===== config.mk =====
export PLATFORM = sky130hd
export DESIGN_NAME = ordered_array_insert_delete
export DESIGN_NICKNAME = d
export VERILOG_FILES = /design/src/rtl/oaid_pkg.sv /design/src/rtl/oaid_cell.sv /design/src/rtl/ordered_array_insert_delete.sv
export VERILOG_INCLUDE_DIRS = /design/src /design/src/rtl
export SDC_FILE = /design/constraint.sdc
export NUM_CORES = 2
export LEC_CHECK = 0
export BUFFER_PORTS_ARGS = -buffer_cell sky130_fd_sc_hd__buf_2
export CORE_MARGIN = 4
export CORE_UTILIZATION = 30
export DETAILED_ROUTE_END_ITERATION = 12
export GPL_TIMING_DRIVEN = 0
export PLACE_DENSITY = 0.45
export SLEW_MARGIN = 20
export SYNTH_ARGS = -nofsm -noshare
export SYNTH_HDL_FRONTEND = slang
export SYNTH_HIERARCHICAL = 1
export SYNTH_SLANG_ARGS = --single-unit

===== constraint.sdc =====
create_clock -name clk -period 6.3 [get_ports clk]
set_input_delay 1.89 -clock clk [delete_from_list [all_inputs] [get_ports clk]]
set_output_delay 1.89 -clock clk [all_outputs]
set_load 0.01 [all_outputs]

===== src/rtl/assert_macros.svh =====
// ----------------------------------------------------------------------------
// assert_macros.svh
// Assertion shorthands used by the ordered list RTL.
// ----------------------------------------------------------------------------
`ifndef ASSERT_MACROS_SVH
`define ASSERT_MACROS_SVH

// Clocked assertion that is ignored while reset is asserted.
`define ASSERT_CLK(lbl, prop, msg) \
    lbl: assert property (@(posedge clk) disable iff (!rst_n) (prop)) else $error(msg);

// Clocked assertion that is checked during reset as well.
`define ASSERT_ALWAYS(lbl, prop, msg) \
    lbl: assert property (@(posedge clk) (prop)) else $error(msg);

`endif


===== src/rtl/oaid_pkg.sv =====
// ----------------------------------------------------------------------------
// oaid_pkg
// Types and constants for the ordered list with insert and delete.
// ----------------------------------------------------------------------------
package oaid_pkg;

    localparam int CAPACITY = 16;
    localparam int IDX_W    = (CAPACITY > 1) ? $clog2(CAPACITY) : 1;
    localparam int CNT_W    = $clog2(CAPACITY + 1);
    localparam int POS_W    = 5;
    localparam int FILL_W   = 5;
    localparam int WORD_W   = 32;
    localparam int CMP_W    = (CNT_W > POS_W) ? CNT_W : POS_W;

    // Request codes.
    localparam logic [1:0] REQ_APPEND = 2'd0;
    localparam logic [1:0] REQ_INSERT = 2'd1;
    localparam logic [1:0] REQ_DELETE = 2'd2;
    localparam logic [1:0] REQ_LIST   = 2'd3;

    // Status codes.
    localparam logic [1:0] ST_OK    = 2'd0;
    localparam logic [1:0] ST_FULL  = 2'd1;
    localparam logic [1:0] ST_RANGE = 2'd2;
    localparam logic [1:0] ST_EMPTY = 2'd3;

    typedef struct packed {
        logic [1:0]                req_type;
        logic [POS_W-1:0]          position;
        logic signed [WORD_W-1:0]  value;
    } in_item_t;

    typedef struct packed {
        logic [1:0]                status;
        logic signed [WORD_W-1:0]  data_word;
        logic [FILL_W-1:0]         fill_count;
        logic                      last;
    } out_item_t;

    typedef enum logic [1:0] {
        OP_HOLD,
        OP_INSERT,
        OP_DELETE,
        OP_ROTATE
    } cell_op_t;

    // Command broadcast to every cell of the chain.
    typedef struct packed {
        cell_op_t          op;
        logic [IDX_W-1:0]  pos;
        logic [IDX_W-1:0]  last_idx;
    } cell_ctl_t;

endpackage


===== src/rtl/oaid_cell.sv =====
// ----------------------------------------------------------------------------
// oaid_cell
// One storage cell of the list chain: holds a word, or takes the new word,
// its left neighbor, its right neighbor or the head word, by its own index.
// ----------------------------------------------------------------------------
module oaid_cell (
    input  logic                              clk,
    input  logic [oaid_pkg::IDX_W-1:0]        idx,
    input  oaid_pkg::cell_ctl_t               ctl,
    input  logic signed [oaid_pkg::WORD_W-1:0] new_word,
    input  logic signed [oaid_pkg::WORD_W-1:0] left_word,
    input  logic signed [oaid_pkg::WORD_W-1:0] right_word,
    input  logic signed [oaid_pkg::WORD_W-1:0] head_word,
    output logic signed [oaid_pkg::WORD_W-1:0] word
);
    import oaid_pkg::*;

    logic signed [WORD_W-1:0] word_reg;
    logic signed [WORD_W-1:0] word_next;

    always_comb
    begin
        word_next = word_reg;
        unique case (ctl.op)
            OP_INSERT:
            begin
                if (idx == ctl.pos)
                    word_next = new_word;
                else if (idx > ctl.pos)
                    word_next = left_word;
            end
            OP_DELETE:
            begin
                if (idx >= ctl.pos)
                    word_next = right_word;
            end
            OP_ROTATE:
            begin
                // The stored part of the chain turns by one place, so the
                // head word wraps around to the last stored place.
                if (idx < ctl.last_idx)
                    word_next = right_word;
                else if (idx == ctl.last_idx)
                    word_next = head_word;
            end
            default:
            begin
                word_next = word_reg;
            end
        endcase
    end

    always_ff @(posedge clk)
    begin
        word_reg <= word_next;
    end

    assign word = word_reg;

endmodule


===== src/rtl/ordered_array_insert_delete.sv =====
// ----------------------------------------------------------------------------
// ordered_array_insert_delete
// Fixed-capacity ordered list of signed words with append, insert at a
// position, delete at a position and a listing of all entries.
// ----------------------------------------------------------------------------
//  Channel | Handshake            | Payload
//  --------+----------------------+-----------------------------------------
//  in      | in_valid / in_ready  | in_item  (req_type, position, value)
//  out     | out_valid / out_ready| out_item (status, data_word, fill_count,
//          |                      |           last)
//
//  Append, insert and delete are done with all cells shifting together, and
//  one such transaction is taken per cycle while the output is drained.
//  A list request holds off the input until every entry is sent: after the
//  request, one entry goes out per cycle while the output is drained, as
//  the stored part of the cell chain rotates once.
//  Reset empties the list at once; the stored words themselves are not reset.
//  A stalled output holds its result and blocks new transactions only when
//  the single output register is still full.
// ----------------------------------------------------------------------------
module ordered_array_insert_delete (
    input  logic                 clk,
    input  logic                 rst_n,
    input  logic                 in_valid,
    output logic                 in_ready,
    input  oaid_pkg::in_item_t   in_item,
    output logic                 out_valid,
    input  logic                 out_ready,
    output oaid_pkg::out_item_t  out_item
);
    import oaid_pkg::*;

    `include "assert_macros.svh"

    typedef enum logic {
        S_IDLE,
        S_LIST
    } state_t;

    state_t              state_reg, state_next;
    logic [CNT_W-1:0]    count_reg, count_next;
    logic [CNT_W-1:0]    list_left_reg, list_left_next;
    logic                out_valid_reg, out_valid_next;
    out_item_t           out_reg, out_next;

    cell_ctl_t                ctl;
    logic signed [WORD_W-1:0] cell_word [CAPACITY];

    logic              slot_free;
    logic              accept;
    logic              full;
    logic [CMP_W-1:0]  pos_ext;
    logic [CMP_W-1:0]  cnt_ext;
    logic [IDX_W-1:0]  pos_idx;

    // ------------------------------------------------------------------
    // Cell chain
    // ------------------------------------------------------------------
    for (genvar i = 0; i < CAPACITY; i++)
    begin : g_cell
        logic signed [WORD_W-1:0] left_w;
        logic signed [WORD_W-1:0] right_w;

        if (i == 0)
        begin : g_first
            assign left_w = '0;
        end
        else
        begin : g_inner_l
            assign left_w = cell_word[i-1];
        end

        if (i == CAPACITY - 1)
        begin : g_last
            assign right_w = '0;
        end
        else
        begin : g_inner_r
            assign right_w = cell_word[i+1];
        end

        oaid_cell u_cell (
            .clk        (clk),
            .idx        (IDX_W'(i)),
            .ctl        (ctl),
            .new_word   (in_item.value),
            .left_word  (left_w),
            .right_word (right_w),
            .head_word  (cell_word[0]),
            .word       (cell_word[i])
        );
    end

    // ------------------------------------------------------------------
    // Control
    // ------------------------------------------------------------------
    assign slot_free = !out_valid_reg || out_ready;
    assign in_ready  = (state_reg == S_IDLE) && slot_free;
    assign accept    = in_valid && in_ready;
    assign full      = (count_reg == CNT_W'(CAPACITY));
    assign pos_ext   = CMP_W'(in_item.position);
    assign cnt_ext   = CMP_W'(count_reg);
    assign pos_idx   = in_item.position[IDX_W-1:0];

    always_comb
    begin
        state_next     = state_reg;
        count_next     = count_reg;
        list_left_next = list_left_reg;
        out_valid_next = out_valid_reg && !out_ready;
        out_next       = out_reg;

        ctl.op       = OP_HOLD;
        ctl.pos      = pos_idx;
        ctl.last_idx = IDX_W'(count_reg - CNT_W'(1));

        unique case (state_reg)
            S_IDLE:
            begin
                if (accept)
                begin
                    out_valid_next      = 1'b1;
                    out_next.status     = ST_OK;
                    out_next.data_word  = '0;
                    out_next.last       = 1'b1;
                    unique case (in_item.req_type)
                        REQ_APPEND:
                        begin
                            if (full)
                                out_next.status = ST_FULL;
                            else
                            begin
                                ctl.op     = OP_INSERT;
                                ctl.pos    = IDX_W'(count_reg);
                                count_next = count_reg + CNT_W'(1);
                            end
                        end
                        REQ_INSERT:
                        begin
                            if (pos_ext > cnt_ext)
                                out_next.status = ST_RANGE;
                            else if (full)
                                out_next.status = ST_FULL;
                            else
                            begin
                                ctl.op     = OP_INSERT;
                                count_next = count_reg + CNT_W'(1);
                            end
                        end
                        REQ_DELETE:
                        begin
                            if (count_reg == '0)
                                out_next.status = ST_EMPTY;
                            else if (pos_ext >= cnt_ext)
                                out_next.status = ST_RANGE;
                            else
                            begin
                                ctl.op             = OP_DELETE;
                                out_next.data_word = cell_word[pos_idx];
                                count_next         = count_reg - CNT_W'(1);
                            end
                        end
                        REQ_LIST:
                        begin
                            if (count_reg == '0)
                                out_next.status = ST_EMPTY;
                            else
                            begin
                                // The entries follow from the list state.
                                out_valid_next = out_valid_reg && !out_ready;
                                out_next       = out_reg;
                                state_next     = S_LIST;
                                list_left_next = count_reg;
                            end
                        end
                        default:
                        begin
                            out_next.status = ST_OK;
                        end
                    endcase
                    out_next.fill_count = FILL_W'(count_next);
                end
            end
            S_LIST:
            begin
                if (slot_free)
                begin
                    ctl.op              = OP_ROTATE;
                    out_valid_next      = 1'b1;
                    out_next.status     = ST_OK;
                    out_next.data_word  = cell_word[0];
                    out_next.fill_count = FILL_W'(count_reg);
                    out_next.last       = (list_left_reg == CNT_W'(1));
                    list_left_next      = list_left_reg - CNT_W'(1);
                    if (list_left_reg == CNT_W'(1))
                        state_next = S_IDLE;
                end
            end
            default:
            begin
                state_next = S_IDLE;
            end
        endcase
    end

    always_ff @(posedge clk or negedge rst_n)
    begin
        if (!rst_n)
        begin
            state_reg     <= S_IDLE;
            count_reg     <= '0;
            list_left_reg <= '0;
            out_valid_reg <= 1'b0;
        end
        else
        begin
            state_reg     <= state_next;
            count_reg     <= count_next;
            list_left_reg <= list_left_next;
            out_valid_reg <= out_valid_next;
        end
    end

    always_ff @(posedge clk)
    begin
        out_reg <= out_next;
    end

    assign out_valid = out_valid_reg;
    assign out_item  = out_reg;

    // ------------------------------------------------------------------
    // Assertions
    // ------------------------------------------------------------------
    `ASSERT_CLK(a_count_bound, count_reg <= CNT_W'(CAPACITY), "fill count above capacity")
    `ASSERT_CLK(a_list_blocks, (state_reg == S_LIST) |-> !in_ready, "input taken while listing")
    `ASSERT_CLK(a_append_grows, (accept && in_item.req_type == REQ_APPEND && !full) |=> (count_reg == $past(count_reg) + CNT_W'(1)), "append did not grow the list")
    `ASSERT_CLK(a_list_last, (state_reg == S_LIST && slot_free && list_left_reg == CNT_W'(1)) |=> (out_valid && out_item.last && state_reg == S_IDLE), "list end not marked")

endmodule


======== Word-level counts from Yosys, hierarchy flattened ========
Index checks and enable logic that the tools add are counted.
storage, ports and cells
  register bits ........................... 564
  input bits .............................. 43
  word-level logic and storage cells ...... 345
cells by class
  magnitude comparators ................... 51
  reductions and logical operators ........ 30
  equality and inequality tests ........... 91
  bitwise operators ....................... 2
  mux-type cells .......................... 144
  add/sub/neg operators ................... 3
operator list
  kind                  number
  $mux W32              83
  $pmux W32 S3          16
  $bmux W32 S4          1
  $ne A3 B1 Y1 const B  31
  $mux W40              2
  $pmux W40 S2          1
  $reduce_and A4 Y1     17
  $eq A4 B4 Y1 const A  16
  $pmux W32 S2          1
  $mux W5               9
  $mux W38              1
  $ne A2 B1 Y1 const B  19
  $eq A3 B4 Y1 const A  8
  $ge A4 B4 Y1 const A  8
  $gt A4 B4 Y1 const A  8
  $lt A4 B4 Y1 const A  8
  $eq A2 B4 Y1 const A  4
  $ge A3 B4 Y1 const A  4
  $gt A3 B4 Y1 const A  4
  $lt A3 B4 Y1 const A  4
  $mux W2               8
  $pmux W5 S3           1
  $mux W1               12
  $pmux W5 S2           1
  35 further kinds      54

======== Logic depth before layout (Yosys ltp) ========
  depth in word-level cells ............... 10
  depth in mapped cells ................... 16
  mapped depth without buffers ............ 13

======== Cells and area by module ========
The synthesis kept the hierarchy.
by module, submodules not included
  module                       times used  cells each  area an instance (µm²)
  oaid_cell                    16          209         2035.7
  ordered_array_insert_delete  1           507         6703.9

======== Worst setup path after synthesis ========
No wires, ideal clock.
  path type ............................... input to register
  from .................................... input port in_item[32] (netlist bit)
  to ...................................... register g_cell[12].u_cell.word_reg[0] (enable)
  required time ........................... 5864 ps
  setup time .............................. 436 ps
  path buffers ............................ 4
  stages on the path ...................... 15
  setup slack ............................. -379 ps
  arrival time ............................ 6244 ps
  path through ............................ clkbuf_1 buf_6 buf_6 inv_1 ha_1 nor2b_1 o21a_1 o211a_1 nor3_1 nand2_1 nand2_1 o2111a_2 o21a_4 buf_6 a22oi_1
RTL lines
  element               line                               text
  start, declared       ordered_array_insert_delete.sv:26  input oaid_pkg::in_item_t in_item,
  end signal, assigned  oaid_cell.sv:55                    word_reg <= word_next;
  end, declared         oaid_cell.sv:18                    logic signed [WORD_W-1:0] word_reg;

==> impl_metrics.csv <==
group,metric,value,unit
floorplan,initial_core_util,30.3,%
logic_synthesis,netlist_area,0.0393,mm2
sta,rsz0062_at_grt,"no",
floorplan,fp.dieArea,0.137,mm2
pwr,swShare,42.7,%
sta,finalClockSkew,0.0347,ns
placed_design,portBuffers,83,
finish,nNetsFinal,4431,
placed_design,dp_hpwl,131,mm
logic_synthesis,synth_edf_count,552,
global_route,grt_max_degree,49,
logic_synthesis,ys_warn_count,6,
clock_network,clk_latency,0.65,ns
floorplan,ioPinCount,85,
critical_path,cp.arrival,6.55,ns
sta,setup_viol,0,
clock_network,cts-root-buf,"clkbuf_16",
logic_synthesis,ys_top_cells_by_count,"nand2_1, edfxtp_1, a21oi_1",
finish,final_util,35.2,%
finish,drive_above_1_share,16.1,%
logic_synthesis,seq_area_frac_synth,43.0,%
finish,finalInstanceArea,0.0457,mm2
sta,maxSlewViolCount,0,
pwr,p_switching,11.3,mW
finish,area_growth,16.4,%
critical_path,critical-path-top-delay-family,"buffers and inverters",
global_route,grt_pass1_wl,227,mm
drt,drt.antenna.violating_nets,0,
finish,largest_reg_flops,512,
clock_network,cts_tree,"yes",
logic_synthesis,syn_avg_cell_area,10.2,um2
clock_network,cts.clk_slew.worst_paths,0.06,ns
logic_synthesis,yosysTopAreaCellShare,42.2,%
sta,final.period_utilization,98.4,%
critical_path,path_max_fanout,16,
global_route,grt_pass1_vias,32200,
drt,first_pass_iters,7,
drt,wl,159,mm
logic_synthesis,yosysMostFrequentCell,"nand2_1",
pwr,intPower,15.1,mW
floorplan,core_area,0.130,mm2
placed_design,place_area,0.0432,mm2
floorplan,dieWidth,370,um
critical_path,startpoint_type,"primary input",
critical_path,slowest_stage,"a22oi_2",
status,outcome,"finished clean",
global_route,antenna_found_initial,23,
flow_run,cap_violations,0,
critical_path,cp-startpoint,"in_item[32]",
critical_path,end_kind,"register",
critical_path,slowest_delay,0.46,ns
pwr,ir_drop,0.204,mV
sta,worst-slew-pin-transition,1.06,ns
global_route,grt-ovfl-total,0,
min_path,hold_path.class,"register to register",
drt,drtIter0Drc,3588,
pwr,power_density,578,mW/mm2
drt,vias,34000,
finish,fillers,13100,
logic_synthesis,ys_types,55,
placed_design,dp_cells,5889,
logic_synthesis,netlist_instances,3851,
sta,fin_hold_ws,0.582,ns
logic_synthesis,postSynth.asyncResetShare,2.13,%
critical_path,path_buf_inv,9,
pwr,pwr-share-clk,15.3,%
floorplan,die_y,370,um
placed_design,finalWeightedCongestion,0.915,
sta,relSlewSlack,29.7,%
clock_network,h-tree-depth,3,
drt,route.detailed.drc,0,
pwr,seqPwrFrac,39.5,%
drt,wl_per_cell,26.2,um
critical_path,critPathKind,"primary input to register",
clock_network,clock_sinks,564,
critical_path,cp_cell_sequence,"clkbuf_1 -> buf_6 -> buf_6 -> inv_1 -> ha_1 -> and3_1 -> nor3_1 -> and3_1 -> buf_2 -> nand2_1 -> nand2_4 -> clkbuf_2 -> clkbuf_1 -> o31ai_1 -> a22oi_2 -> buf_6 -> buf_6",
pwr,finalPower,26.4,mW
global_route,grt_use_total,22.5,%
pwr,p_leak,17.5,nW
pwr,combPwrFrac,45.1,%
finish,multi_input_area,0.0208,mm2
sta,hold_viol,0,
critical_path,cp_common_cell,"buf_6",
finish,fin_cells,6056,
clock_network,holdBufCountCts,0,
clock_network,numCtsBuffers,73,
sta,fmax,161,MHz
min_path,hp-start,"list_left_reg[1]",
critical_path,rr_startpoint,"cnt_ext[0]",
critical_path,crit_required,6.65,ns
logic_synthesis,synthFlopType,"edfxtp_1",
logic_synthesis,synth_seq_cells,564,
logic_synthesis,synth_area_leader_cell,"edfxtp_1",
drt,vias_per_cell,5.61,
logic_synthesis,synthTopCellsByArea,"edfxtp_1, a221o_1, nand2_1",
finish,register_area,0.0169,mm2
floorplan,placement_rows,132,
sta,layout_min_cycle_time,6.20,ns
clock_network,ctsLongestPathBuffers,3,
[layout by cell type, fill, tap and decap left out, types with 8 or more instances in the layout]
master	Yosys	routed
o21a_4	16	16
buf_1	10	9
a31oi_1	21	21
a22oi_2	0	16
o31ai_1	18	18
o21ai_1	33	33
clkbuf_1	143	148
nand2_1	1042	1040
edfxtp_1	552	552
nor2_1	27	27
o21ai_0	43	40
o2111a_2	16	16
clkinv_1	30	47
or3b_2	16	16
a21oi_1	539	539
nor3b_2	17	17
conb_1	2	176
o41ai_1	16	16
nand4_1	32	32
a211oi_1	17	17
ha_1	137	137
and2_1	19	19
dfrtp_1	12	12
nor2b_1	34	33
buf_6	59	87
a221o_1	496	496
clkbuf_16	0	74
buf_2	112	195
clkbuf_2	0	21
and4_1	16	16
nand2b_1	18	18
inv_1	124	122
nand3_1	11	11
diode_2	0	8
mux4_2	160	160
buf_4	0	28
[timing repair]
| action | in CTS | in global routing |
|---|---|---|
| endpoints found under the setup margin | 500 | 270 |
| buffers inserted | 2 | 27 |
| pin swaps | 1 | 9 |
| resized for setup | 8 | 26 |
| endpoints found under the hold margin | 0 | 0 |
[path summary, 6_finish.rpt]
check | endpoint | slack, ns | depth (start not counted)
worst max-delay path | g_cell[7].u_cell/word[18] | 0.1 | 17
worst max register to register | g_cell[7].u_cell/word[18] | 0.39 | 15
min in group asynchronous | list_left_reg[0] | 1.13 | 1
worst min-delay path | list_left_reg[1] | 0.58 | 1
max in group asynchronous | cnt_ext[4] | 4.92 | 1
worst min register to register | list_left_reg[1] | 0.58 | 1
[worst register-to-register path: stages (launching register included)]
cell and delay, ns:
dfrtp_1 0.51, inv_2 0.66, ha_1 0.43, nor3b_2 0.38, and2_1 0.29, nand3b_1 0.36
a32o_2 0.74, inv_1 0.13, ha_1 0.34, and4_1 0.17, buf_2 0.27, buf_2 0.29
o41ai_1 0.12, a22oi_2 0.49, buf_6 0.26, buf_6 0.21
[stage by stage]
step / setup slack, ns / TNS, ns
after floorplan: 0.374 / 0
after global placement: -3.49 / -2643.26
after detailed placement: -1.42 / -752.68
after CTS: -0.0153 / -0.317
after global routing: 0.00344 / 0
final: 0.100 / 0
[routing by layer]
layer / track usage [%] / share of wire (%) / routed length [um] / vias to the layer above
met4: 6.98 / 3.1 / 4990 / 10
li1: - / - / - / 15600
met1: 31.6 / 44 / 70500 / 16700
met2: 36.1 / 45 / 72200 / 1397
met5: 0 / 0.043 / 69 / -
met3: 2.84 / 7.0 / 11100 / 209
[logic make-up (layout without fill, tap and decap cells)]
kind of cell	count (synthesis)	count (layout)	synth area share, %
fa+ha+maj	137	137	4.36
simple gates	1249	1249	13.5
mux	162	162	9.23
other cells	2	184	0.0191
compound gates	1254	1254	23.8
flops	564	564	43.0
xor+xnor	3	3	0.0669
buf+inv	480	761	6.07
[power groups by stage]
stage,sequential (mW),clock (mW),combinational [mW]
floorplan,8.87,0,8.11
global placement,10.4,0,11.0
detailed placement,10.3,0,11.6
CTS,10.3,4.14,11.7
global route,10.6,4.29,13.0
finish,10.4,4.05,11.9
[layout make-up]
class                      count  share of cell area [%]
multi-input combinational   2981                    45.6
sequential                   564                    36.9
tap                         1742                    4.77
clock buffer                  99                    4.26
buffer                       324                    3.99
timing repair buffer         151                    2.57
inverter                     156                    1.28
clock inverter                31                   0.556
antenna                        8                  0.0438
Note: power is estimated with default switching activity, not from simulation.
